<file path="config.mk">
export PLATFORM = sky130hd
export DESIGN_NAME = led_matrix_scroll_scan_shift_out
export DESIGN_NICKNAME = d
export VERILOG_FILES = /design/src/rtl/lmss_pkg.sv /design/src/rtl/lmss_queue.sv /design/src/rtl/lmss_front.sv /design/src/rtl/lmss_shifter.sv /design/src/rtl/led_matrix_scroll_scan_shift_out.sv
export SDC_FILE = /design/constraint.sdc
export NUM_CORES = 1
export LEC_CHECK = 0
export BUFFER_PORTS_ARGS = -buffer_cell sky130_fd_sc_hd__buf_2
export CAP_MARGIN = 20
export CORE_MARGIN = 2
export CORE_UTILIZATION = 45
export CTS_CLUSTER_SIZE = 40
export DETAILED_ROUTE_END_ITERATION = 7
export MAX_ROUTING_LAYER = met4
export SLEW_MARGIN = 40
export SYNTH_ARGS = -nofsm -noshare
export SYNTH_HDL_FRONTEND = slang
export SYNTH_SLANG_ARGS = --single-unit
</file>
<file path="constraint.sdc">
create_clock -name clk_i -period 2.74 [get_ports clk_i]
set_input_delay 0.274 -clock clk_i [delete_from_list [all_inputs] [get_ports clk_i]]
set_output_delay 0.274 -clock clk_i [all_outputs]
set_load 0.005 [all_outputs]
</file>
<file path="src/rtl/lmss_pkg.sv">
`default_nettype none

package lmss_pkg;

  localparam int unsigned RowCount  = 8;
  localparam int unsigned RowBits   = 3;
  localparam int unsigned WordBits  = 16;
  localparam int unsigned CntBits   = 4;
  localparam int unsigned CfgIdxBits = 1;

  localparam logic [63:0] PinMapReset        = 64'hFEDC_BA98_7654_3210;
  localparam logic [7:0]  FramesPerStepReset = 8'd1;

  typedef enum logic [1:0] {
    ActPush  = 2'd0,
    ActTick  = 2'd1,
    ActWrite = 2'd2
  } action_e;

  typedef enum logic [CfgIdxBits-1:0] {
    CfgPinMap        = 1'b0,
    CfgFramesPerStep = 1'b1
  } cfg_idx_e;

  typedef struct packed {
    logic [1:0] action;
    logic [7:0] row_data;
    logic [2:0] row_index;
  } in_item_t;

  typedef struct packed {
    logic serial_bit;
    logic store_after;
    logic step_done;
  } out_item_t;

  // one scanned row, already remapped to physical pin order
  typedef struct packed {
    logic [WordBits-1:0] word;
    logic                done;
  } scan_word_t;

  typedef struct packed {
    logic full;
    logic empty;
  } queue_status_t;

endpackage

`default_nettype wire

</file>
<file path="src/rtl/lmss_queue.sv">
`default_nettype none

module lmss_queue #(
  parameter int unsigned Depth = 2
) (
  input  wire logic                   clk_i,
  input  wire logic                   rst_ni,
  input  wire logic                   push_i,
  input  wire lmss_pkg::scan_word_t   push_data_i,
  input  wire logic                   pop_i,
  output lmss_pkg::scan_word_t        pop_data_o,
  output lmss_pkg::queue_status_t     status_o
);
  import lmss_pkg::*;

  localparam int unsigned PtrBits = (Depth > 1) ? $clog2(Depth) : 1;
  localparam int unsigned CntW    = $clog2(Depth + 1);
  localparam logic [PtrBits-1:0] LastPtr = PtrBits'(Depth - 1);
  localparam logic [CntW-1:0]    FullCnt = CntW'(Depth);

  scan_word_t         mem_q [Depth];
  logic [PtrBits-1:0] wr_ptr_q, wr_ptr_d;
  logic [PtrBits-1:0] rd_ptr_q, rd_ptr_d;
  logic [CntW-1:0]    count_q, count_d;
  logic               do_push, do_pop;

  assign status_o.full  = (count_q == FullCnt);
  assign status_o.empty = (count_q == '0);
  assign do_push = push_i && !status_o.full;
  assign do_pop  = pop_i && !status_o.empty;
  assign pop_data_o = mem_q[rd_ptr_q];

  always_comb begin
    wr_ptr_d = wr_ptr_q;
    rd_ptr_d = rd_ptr_q;
    count_d  = count_q;
    if (do_push) begin
      wr_ptr_d = (wr_ptr_q == LastPtr) ? '0 : wr_ptr_q + PtrBits'(1);
    end
    if (do_pop) begin
      rd_ptr_d = (rd_ptr_q == LastPtr) ? '0 : rd_ptr_q + PtrBits'(1);
    end
    if (do_push && !do_pop) begin
      count_d = count_q + CntW'(1);
    end else if (do_pop && !do_push) begin
      count_d = count_q - CntW'(1);
    end
  end

  always_ff @(posedge clk_i or negedge rst_ni) begin
    if (!rst_ni) begin
      wr_ptr_q <= '0;
      rd_ptr_q <= '0;
      count_q  <= '0;
    end else begin
      wr_ptr_q <= wr_ptr_d;
      rd_ptr_q <= rd_ptr_d;
      count_q  <= count_d;
    end
  end

  always_ff @(posedge clk_i) begin
    if (do_push) begin
      mem_q[wr_ptr_q] <= push_data_i;
    end
  end

  a_no_overflow: assert property (@(posedge clk_i) disable iff (!rst_ni)
    !(push_i && status_o.full))
    else $error("queue push while full");

  a_no_underflow: assert property (@(posedge clk_i) disable iff (!rst_ni)
    !(pop_i && status_o.empty))
    else $error("queue pop while empty");

  a_count_bound: assert property (@(posedge clk_i) disable iff (!rst_ni)
    count_q <= FullCnt)
    else $error("queue count out of range");

endmodule

`default_nettype wire

</file>
<file path="src/rtl/lmss_front.sv">
`default_nettype none

module lmss_front (
  input  wire logic                         clk_i,
  input  wire logic                         rst_ni,
  input  wire logic                         in_valid_i,
  input  wire lmss_pkg::in_item_t           in_item_i,
  output logic                              in_stall_o,
  input  wire logic                         cfg_valid_i,
  input  wire logic [lmss_pkg::CfgIdxBits-1:0] cfg_index_i,
  input  wire logic [63:0]                  cfg_data_i,
  output logic                              cfg_ready_o,
  output logic                              push_o,
  output lmss_pkg::scan_word_t              push_data_o,
  input  wire lmss_pkg::queue_status_t      queue_status_i
);
  import lmss_pkg::*;

  logic [7:0]          rows_q [RowCount];
  logic [RowBits-1:0]  scan_row_q;
  logic [7:0]          frame_count_q;
  logic [63:0]         pin_map_q;
  logic [7:0]          frames_per_step_q;

  logic                accept;
  logic                is_push, is_tick, is_write;
  logic [7:0]          row_byte;
  logic [7:0]          col_sel;
  logic [WordBits-1:0] logical_word;
  logic [WordBits-1:0] phys_word;
  logic [7:0]          target;
  logic [8:0]          next_count;
  logic                last_row;
  logic                frame_done;

  assign in_stall_o  = queue_status_i.full;
  assign cfg_ready_o = 1'b1;
  assign accept      = in_valid_i && !in_stall_o;

  always_comb begin
    is_push  = 1'b0;
    is_tick  = 1'b0;
    is_write = 1'b0;
    unique case (in_item_i.action)
      ActPush:  is_push  = 1'b1;
      ActTick:  is_tick  = 1'b1;
      ActWrite: is_write = 1'b1;
      default:  ;
    endcase
  end

  // scanned row word: pixels low, active-low column select high
  assign row_byte     = rows_q[scan_row_q];
  assign col_sel      = ~(8'd1 << scan_row_q);
  assign logical_word = {col_sel, row_byte};

  // per output pin, the highest logical bit mapped to it wins; unmapped pins read 0
  always_comb begin
    phys_word = '0;
    for (int p = 0; p < WordBits; p++) begin
      for (int k = 0; k < WordBits; k++) begin
        if (pin_map_q[4*k +: 4] == CntBits'(p)) begin
          phys_word[p] = logical_word[k];
        end
      end
    end
  end

  assign target     = (frames_per_step_q == '0) ? 8'd1 : frames_per_step_q;
  assign last_row   = (scan_row_q == RowBits'(RowCount - 1));
  assign next_count = {1'b0, frame_count_q} + 9'd1;
  assign frame_done = last_row && (next_count >= {1'b0, target});

  assign push_o           = accept && is_tick;
  assign push_data_o.word = phys_word;
  assign push_data_o.done = frame_done;

  always_ff @(posedge clk_i or negedge rst_ni) begin
    if (!rst_ni) begin
      for (int i = 0; i < RowCount; i++) begin
        rows_q[i] <= '0;
      end
      scan_row_q        <= '0;
      frame_count_q     <= '0;
      pin_map_q         <= PinMapReset;
      frames_per_step_q <= FramesPerStepReset;
    end else begin
      if (cfg_valid_i && cfg_ready_o) begin
        unique case (cfg_index_i)
          CfgPinMap:        pin_map_q         <= cfg_data_i;
          CfgFramesPerStep: frames_per_step_q <= cfg_data_i[7:0];
          default:          ;
        endcase
      end
      if (accept && is_push) begin
        for (int i = 0; i < RowCount - 1; i++) begin
          rows_q[i] <= rows_q[i+1];
        end
        rows_q[RowCount-1] <= in_item_i.row_data;
      end
      if (accept && is_write) begin
        rows_q[in_item_i.row_index] <= in_item_i.row_data;
      end
      if (accept && is_tick) begin
        scan_row_q <= scan_row_q + RowBits'(1);
        if (last_row) begin
          frame_count_q <= frame_done ? 8'd0 : next_count[7:0];
        end
      end
    end
  end

  a_scan_advance: assert property (@(posedge clk_i) disable iff (!rst_ni)
    push_o |=> scan_row_q == $past(scan_row_q) + RowBits'(1))
    else $error("scan row did not advance on tick");

  a_done_last_row: assert property (@(posedge clk_i) disable iff (!rst_ni)
    (push_o && push_data_o.done) |-> last_row)
    else $error("step done outside last row");

  a_count_below_target: assert property (@(posedge clk_i) disable iff (!rst_ni)
    (push_o && last_row && !frame_done) |=> frame_count_q != '0)
    else $error("frame count lost on frame end");

endmodule

`default_nettype wire

</file>
<file path="src/rtl/lmss_shifter.sv">
`default_nettype none

module lmss_shifter (
  input  wire logic                     clk_i,
  input  wire logic                     rst_ni,
  output logic                          pop_o,
  input  wire lmss_pkg::scan_word_t     pop_data_i,
  input  wire lmss_pkg::queue_status_t  queue_status_i,
  output logic                          out_valid_o,
  input  wire logic                     out_stall_i,
  output lmss_pkg::out_item_t           out_item_o
);
  import lmss_pkg::*;

  localparam logic [CntBits-1:0] LastBit = CntBits'(WordBits - 1);

  logic [WordBits-1:0] shift_q, shift_d;
  logic [CntBits-1:0]  bit_cnt_q, bit_cnt_d;
  logic                done_q, done_d;
  logic                valid_q, valid_d;
  logic                taken;
  logic                last_bit;

  assign taken    = valid_q && !out_stall_i;
  assign last_bit = (bit_cnt_q == LastBit);

  // load a new word when idle or when the last bit of the current one leaves
  assign pop_o = !queue_status_i.empty && (!valid_q || (taken && last_bit));

  always_comb begin
    shift_d   = shift_q;
    bit_cnt_d = bit_cnt_q;
    done_d    = done_q;
    valid_d   = valid_q;
    if (pop_o) begin
      shift_d   = pop_data_i.word;
      done_d    = pop_data_i.done;
      bit_cnt_d = '0;
      valid_d   = 1'b1;
    end else if (taken) begin
      if (last_bit) begin
        valid_d = 1'b0;
      end else begin
        shift_d   = {shift_q[WordBits-2:0], 1'b0};
        bit_cnt_d = bit_cnt_q + CntBits'(1);
      end
    end
  end

  always_ff @(posedge clk_i or negedge rst_ni) begin
    if (!rst_ni) begin
      valid_q   <= 1'b0;
      bit_cnt_q <= '0;
    end else begin
      valid_q   <= valid_d;
      bit_cnt_q <= bit_cnt_d;
    end
  end

  always_ff @(posedge clk_i) begin
    shift_q <= shift_d;
    done_q  <= done_d;
  end

  assign out_valid_o            = valid_q;
  assign out_item_o.serial_bit  = shift_q[WordBits-1];
  assign out_item_o.store_after = last_bit;
  assign out_item_o.step_done   = last_bit && done_q;

  a_word_continues: assert property (@(posedge clk_i) disable iff (!rst_ni)
    (taken && !last_bit) |=> valid_q)
    else $error("word cut short");

  a_done_on_store: assert property (@(posedge clk_i) disable iff (!rst_ni)
    (valid_q && out_item_o.step_done) |-> out_item_o.store_after)
    else $error("step done without store pulse");

  a_hold_while_stalled: assert property (@(posedge clk_i) disable iff (!rst_ni)
    (out_valid_o && out_stall_i) |=> (out_valid_o && $stable(out_item_o)))
    else $error("output transaction changed while stalled");

endmodule

`default_nettype wire

</file>
<file path="src/rtl/led_matrix_scroll_scan_shift_out.sv">
`default_nettype none

// LED matrix scan driver for two chained 8-bit shift registers. Push and row-write
// transactions only update the 8-row window. A refresh tick remaps the current row
// through the pin map and queues it (up to QueueDepth ticks); each queued row is then
// sent as 16 output transactions, MSB first, one per cycle while out_stall_i is low;
// store_after marks the sixteenth. Sustained rate is set by the one-bit-per-cycle
// serializer; input stall rises only when the tick queue is full. Configuration
// writes are always ready and take effect at once; write them only while the block
// is idle.
module led_matrix_scroll_scan_shift_out #(
  parameter int unsigned QueueDepth = 2
) (
  input  wire logic                            clk_i,
  input  wire logic                            rst_ni,
  input  wire logic                            in_valid_i,
  input  wire lmss_pkg::in_item_t              in_item_i,
  output logic                                 in_stall_o,
  output logic                                 out_valid_o,
  input  wire logic                            out_stall_i,
  output lmss_pkg::out_item_t                  out_item_o,
  input  wire logic                            cfg_valid_i,
  input  wire logic [lmss_pkg::CfgIdxBits-1:0] cfg_index_i,
  input  wire logic [63:0]                     cfg_data_i,
  output logic                                 cfg_ready_o
);
  import lmss_pkg::*;

  logic          push;
  scan_word_t    push_data;
  logic          pop;
  scan_word_t    pop_data;
  queue_status_t queue_status;

  lmss_front u_front (
    .clk_i          (clk_i),
    .rst_ni         (rst_ni),
    .in_valid_i     (in_valid_i),
    .in_item_i      (in_item_i),
    .in_stall_o     (in_stall_o),
    .cfg_valid_i    (cfg_valid_i),
    .cfg_index_i    (cfg_index_i),
    .cfg_data_i     (cfg_data_i),
    .cfg_ready_o    (cfg_ready_o),
    .push_o         (push),
    .push_data_o    (push_data),
    .queue_status_i (queue_status)
  );

  lmss_queue #(
    .Depth (QueueDepth)
  ) u_queue (
    .clk_i       (clk_i),
    .rst_ni      (rst_ni),
    .push_i      (push),
    .push_data_i (push_data),
    .pop_i       (pop),
    .pop_data_o  (pop_data),
    .status_o    (queue_status)
  );

  lmss_shifter u_shifter (
    .clk_i          (clk_i),
    .rst_ni         (rst_ni),
    .pop_o          (pop),
    .pop_data_i     (pop_data),
    .queue_status_i (queue_status),
    .out_valid_o    (out_valid_o),
    .out_stall_i    (out_stall_i),
    .out_item_o     (out_item_o)
  );

endmodule

`default_nettype wire

</file>
==> key figures <==
Worst hold path
  – Hold Path Class: in2reg
  – Hold path depth: 3
  – Worst Hold End: u_front.rows_q[59]$_DFF_PN0_
  – Hold Startpoint: in_item_i[6]

Setup path
  – Critical Path Source Type: flip-flop
  – Worst R2R Start: u_front.scan_row_q[0]$_DFFE_PN0P_
  – Arr. time, crit path: 3.06 ns
  – Element type at the critical path end: flip-flop
  – RR Endpoint: u_queue.mem_q[0][7]$_DFFE_PP_
  – R2R setup slack: around 0.050 ns
  – Critical setup path kind: reg2reg
  – Reg2reg path depth: 10
  – Critical Path RT: 3.11 ns
  – Critical-path maximum fanout: 4

Clock tree
  – CTS Buf Count: 25
  – Root Buffer: clkbuf_16
  – Clock Sinks: 207
  – Clk_lat worst skew: 0.55 ns
  – CTS tree: built
  – CTS Buffer Depth: 3
  – Clock transition at the registers of the reported paths: 0.06 ns
  – H-tree depth: 1

Cells and area
  – Reg area: 0.00548 mm2
  – Most common cell after layout, fill and taps aside: nand2_1
  – Diodes inserted: 0
  – Filler cells: 2884
  – Fraction of layout cells with a size suffix above 1: 25.4%
  – Most frequent cells in the layout: nand2_1, buf_4, nor2_1, dfrtp_1, mux2i_1
  – Final nets: approximately 1900
  – Layout area overhead: 24.0%
  – Area of the multi-input gates: 0.00844 mm2

Global route
  – First-pass GRT wire length: about 80000 um
  – Largest net degree at the start of global routing: 65
  – Vias in the first global route: 13300
  – GRT Overall Usage: between 30% and 40%
  – Initial antenna violation count: 0
  – Gr ovfl total: 0

Synthesis
  – Mean Syn Cell Area: between 9 and 10 um2
  – Post-synth EDFFs: 51
  – Post-Synth Adder-Cell Area: 1.49%
  – Post-synth net total: roughly 1700
  – Number of synthesized register bits: 207
  – Proportion of synthesized area in mux cells: 13.9%
  – Synth Area in Simple Gates: approximately a fifth
  – XOR/XNOR share of the synthesized area: less than 1%
  – Combinational family with the most area after synthesis: simple AND/OR/NAND/NOR gates
  – Mapped cell area: 0.0142 mm2
  – Ys async rst share: 75.4%
  – Count of different cell masters after synthesis: just over 80
  – Mapped Cells: 1578
  – Synth Area in Compound Gates: 19.8%
  – Top FF cell, synth: dfrtp_1
  – Yosys warnings: 0
  – Post-synthesis sequential area ratio: 38.4%

Power
  – Maximum VDD drop: 0.651 mV
  – PwrDens: 903 mW/mm2
  – Total Power: 15.9 mW
  – P_leak: 6.90 nW

Routing
  – 1st-iter DRT viols: 1226
  – Vias post-DR: 13700
  – Detailed Routing Iterations Pass 1: 5
  – WL final: approximately 50000 um
  – DR WL/cell: 22.8 um
  – Drt drc: 0
  – Post-route ant nets: 0
  – Vias per cell: 6.18

Floorplanning
  – Die Wd: 182 um
  – # rows: 65
  – Area of the core: 0.0314 mm2
  – # IOs: between 80 and 90
  – Die ar.: ~0.033 mm2
  – Chip height: ~180 um
  – Initial Utilization: 45.4%

Timing
  – Minimum clock period: roughly 2.7 ns
  – Slew margin rel.: 49.4%
  – Hold Slack: between 0.03 and 0.04 ns
  – RSZ-0062 raised after global routing: true
  – Max frequency: 372 MHz
  – Final setup fails: 0
  – Period utilisation layout: 98.2%
  – Slew Limit Fails: 0
  – Clock skew after layout: around 0.020 ns
  – Slew @ Worst Pin: 0.759 ns
  – Final Hold Viols: 0

Placed design
  – Gpl congestion: around 1.1
  – # port buffers: between 80 and 90
  – Final HPWL DP: between 30000 and 40000 um

Job
  – # Max-Cap Violations: 0

Outcome
  – Status: finished, final reports clean
==> layout make-up <==
class	count	share of cell area, %
tap	402	2.85
sequential	207	31.0
inverter	19	0.404
multi-input combinational	1243	47.8
timing repair buffer	297	13.0
clock buffer	34	3.97
clock inverter	12	0.914
==> critical path, cell delays in order (launching register included) <==
cell and delay, ns:
dfrtp_2 0.45, ha_2 0.23, ha_4 0.19, nor3b_4 0.19, a22oi_1 0.13, a2111oi_2 0.45, o32ai_2 0.17, buf_4 0.16
o311ai_1 0.10, a2bb2oi_1 0.21, o31a_1 0.23
==> how the worst max path moves through the flow <==
stage	from	end	cells past startpoint
after global routing	u_front.scan_row_q[2]$_DFFE_PN0P_	u_queue.mem_q[0][12]$_DFFE_PP_	9
final	u_front.scan_row_q[0]$_DFFE_PN0P_	u_queue.mem_q[0][7]$_DFFE_PP_	10
after CTS	u_front.scan_row_q[0]$_DFFE_PN0P_	u_queue.mem_q[1][15]$_DFFE_PP_	10
after global placement	u_front.scan_row_q[0]$_DFFE_PN0P_	u_queue.mem_q[1][7]$_DFFE_PP_	10
after floorplan	u_front.scan_row_q[2]$_DFFE_PN0P_	u_queue.mem_q[0][9]$_DFFE_PP_	13
after detailed placement	u_front.scan_row_q[0]$_DFFE_PN0P_	u_queue.mem_q[0][7]$_DFFE_PP_	10
==> sequential cells by signal, indices dropped and copies added (netlist names), 2 cells and up <==
signal                     count
u_shifter.shift_q             16
u_queue.mem_q                 34
u_front.rows_q                64
u_shifter.bit_cnt_q            4
u_front.scan_row_q             3
u_front.pin_map_q             64
u_queue.count_q                2
u_front.frames_per_step_q      8
u_front.frame_count_q          8
==> routing by layer <==
layer	global-route usage [%]	part of all wire [%]	up-vias
met5	-	0	-
met4	12.1	4.6	0
met3	3.17	5.0	127
met2	51.2	48	532
met1	39.6	43	6661
li1	-	-	6355
==> report_power, final <==
part	switching [mW]	total [mW]	leakage (nW)	internal (mW)
clock	1.33	3.49	0.417	2.16
combinational	4.25	7.44	4.13	3.18
sequential	0.865	5.02	2.35	4.15
total	6.45	15.9	6.90	9.50
==> synth_stat cells, types with 15 or more instances <==
master	n	share of area, %
a21oi_1	63	2.2
a22oi_1	23	1.2
a31oi_1	24	1.1
and2_1	17	0.75
clkbuf_1	81	2.1
dfrtp_1	123	22
dfstp_2	33	6.1
edfxtp_1	51	11
ha_1	17	1.5
inv_1	18	0.47
mux2_2	83	6.6
mux2i_1	104	7.3
nand2_1	166	4.4
nand2b_1	55	2.4
nand3_1	50	1.8
nand4_1	21	0.92
nor2_1	128	3.4
nor2b_1	57	2.5
nor3_1	53	1.9
o211ai_1	21	1.1
o21ai_0	78	2.7
o21ai_1	23	0.81
o221ai_1	15	0.92
o22ai_1	38	1.7
==> cells by family (layout without fill, tap and decap cells) <==
group,after synthesis,in the layout
other cells,1,1
xor+xnor,15,15
compound gates,412,412
flops,207,207
mux,187,187
buf+inv,128,362
simple gates,611,611
fa+ha+maj,17,17
==> through the flow <==
step | instances | setup WS (ns) | util, % | instance area, um2 | TNS, ns
2_1_floorplan | 1578 | 0.158 | - | 14200 | 0
4_1_cts | 2201 | 0.00226 | 55.3 | 17400 | 0
6_report | 2214 | 0.0496 | 56.3 | 17700 | 0
3_5_place_dp | 2089 | -0.305 | 50.3 | 15800 | -1.18
3_3_place_gp | 2089 | -0.367 | 50.3 | 15800 | -1.26
5_1_grt | 2214 | -0.0297 | 56.3 | 17700 | -0.136
==> what timing repair did <==
item / CTS / global route
hold endpoints to repair: 109 / 0
pin swaps: 4 / 10
endpoints found under the setup margin: 23 / 41
hold buffers: 65 / 0
resized for setup: 16 / 42
cloned: 0 / 0
buffers inserted: 1 / 13
(Power assumes the default switching activity.)
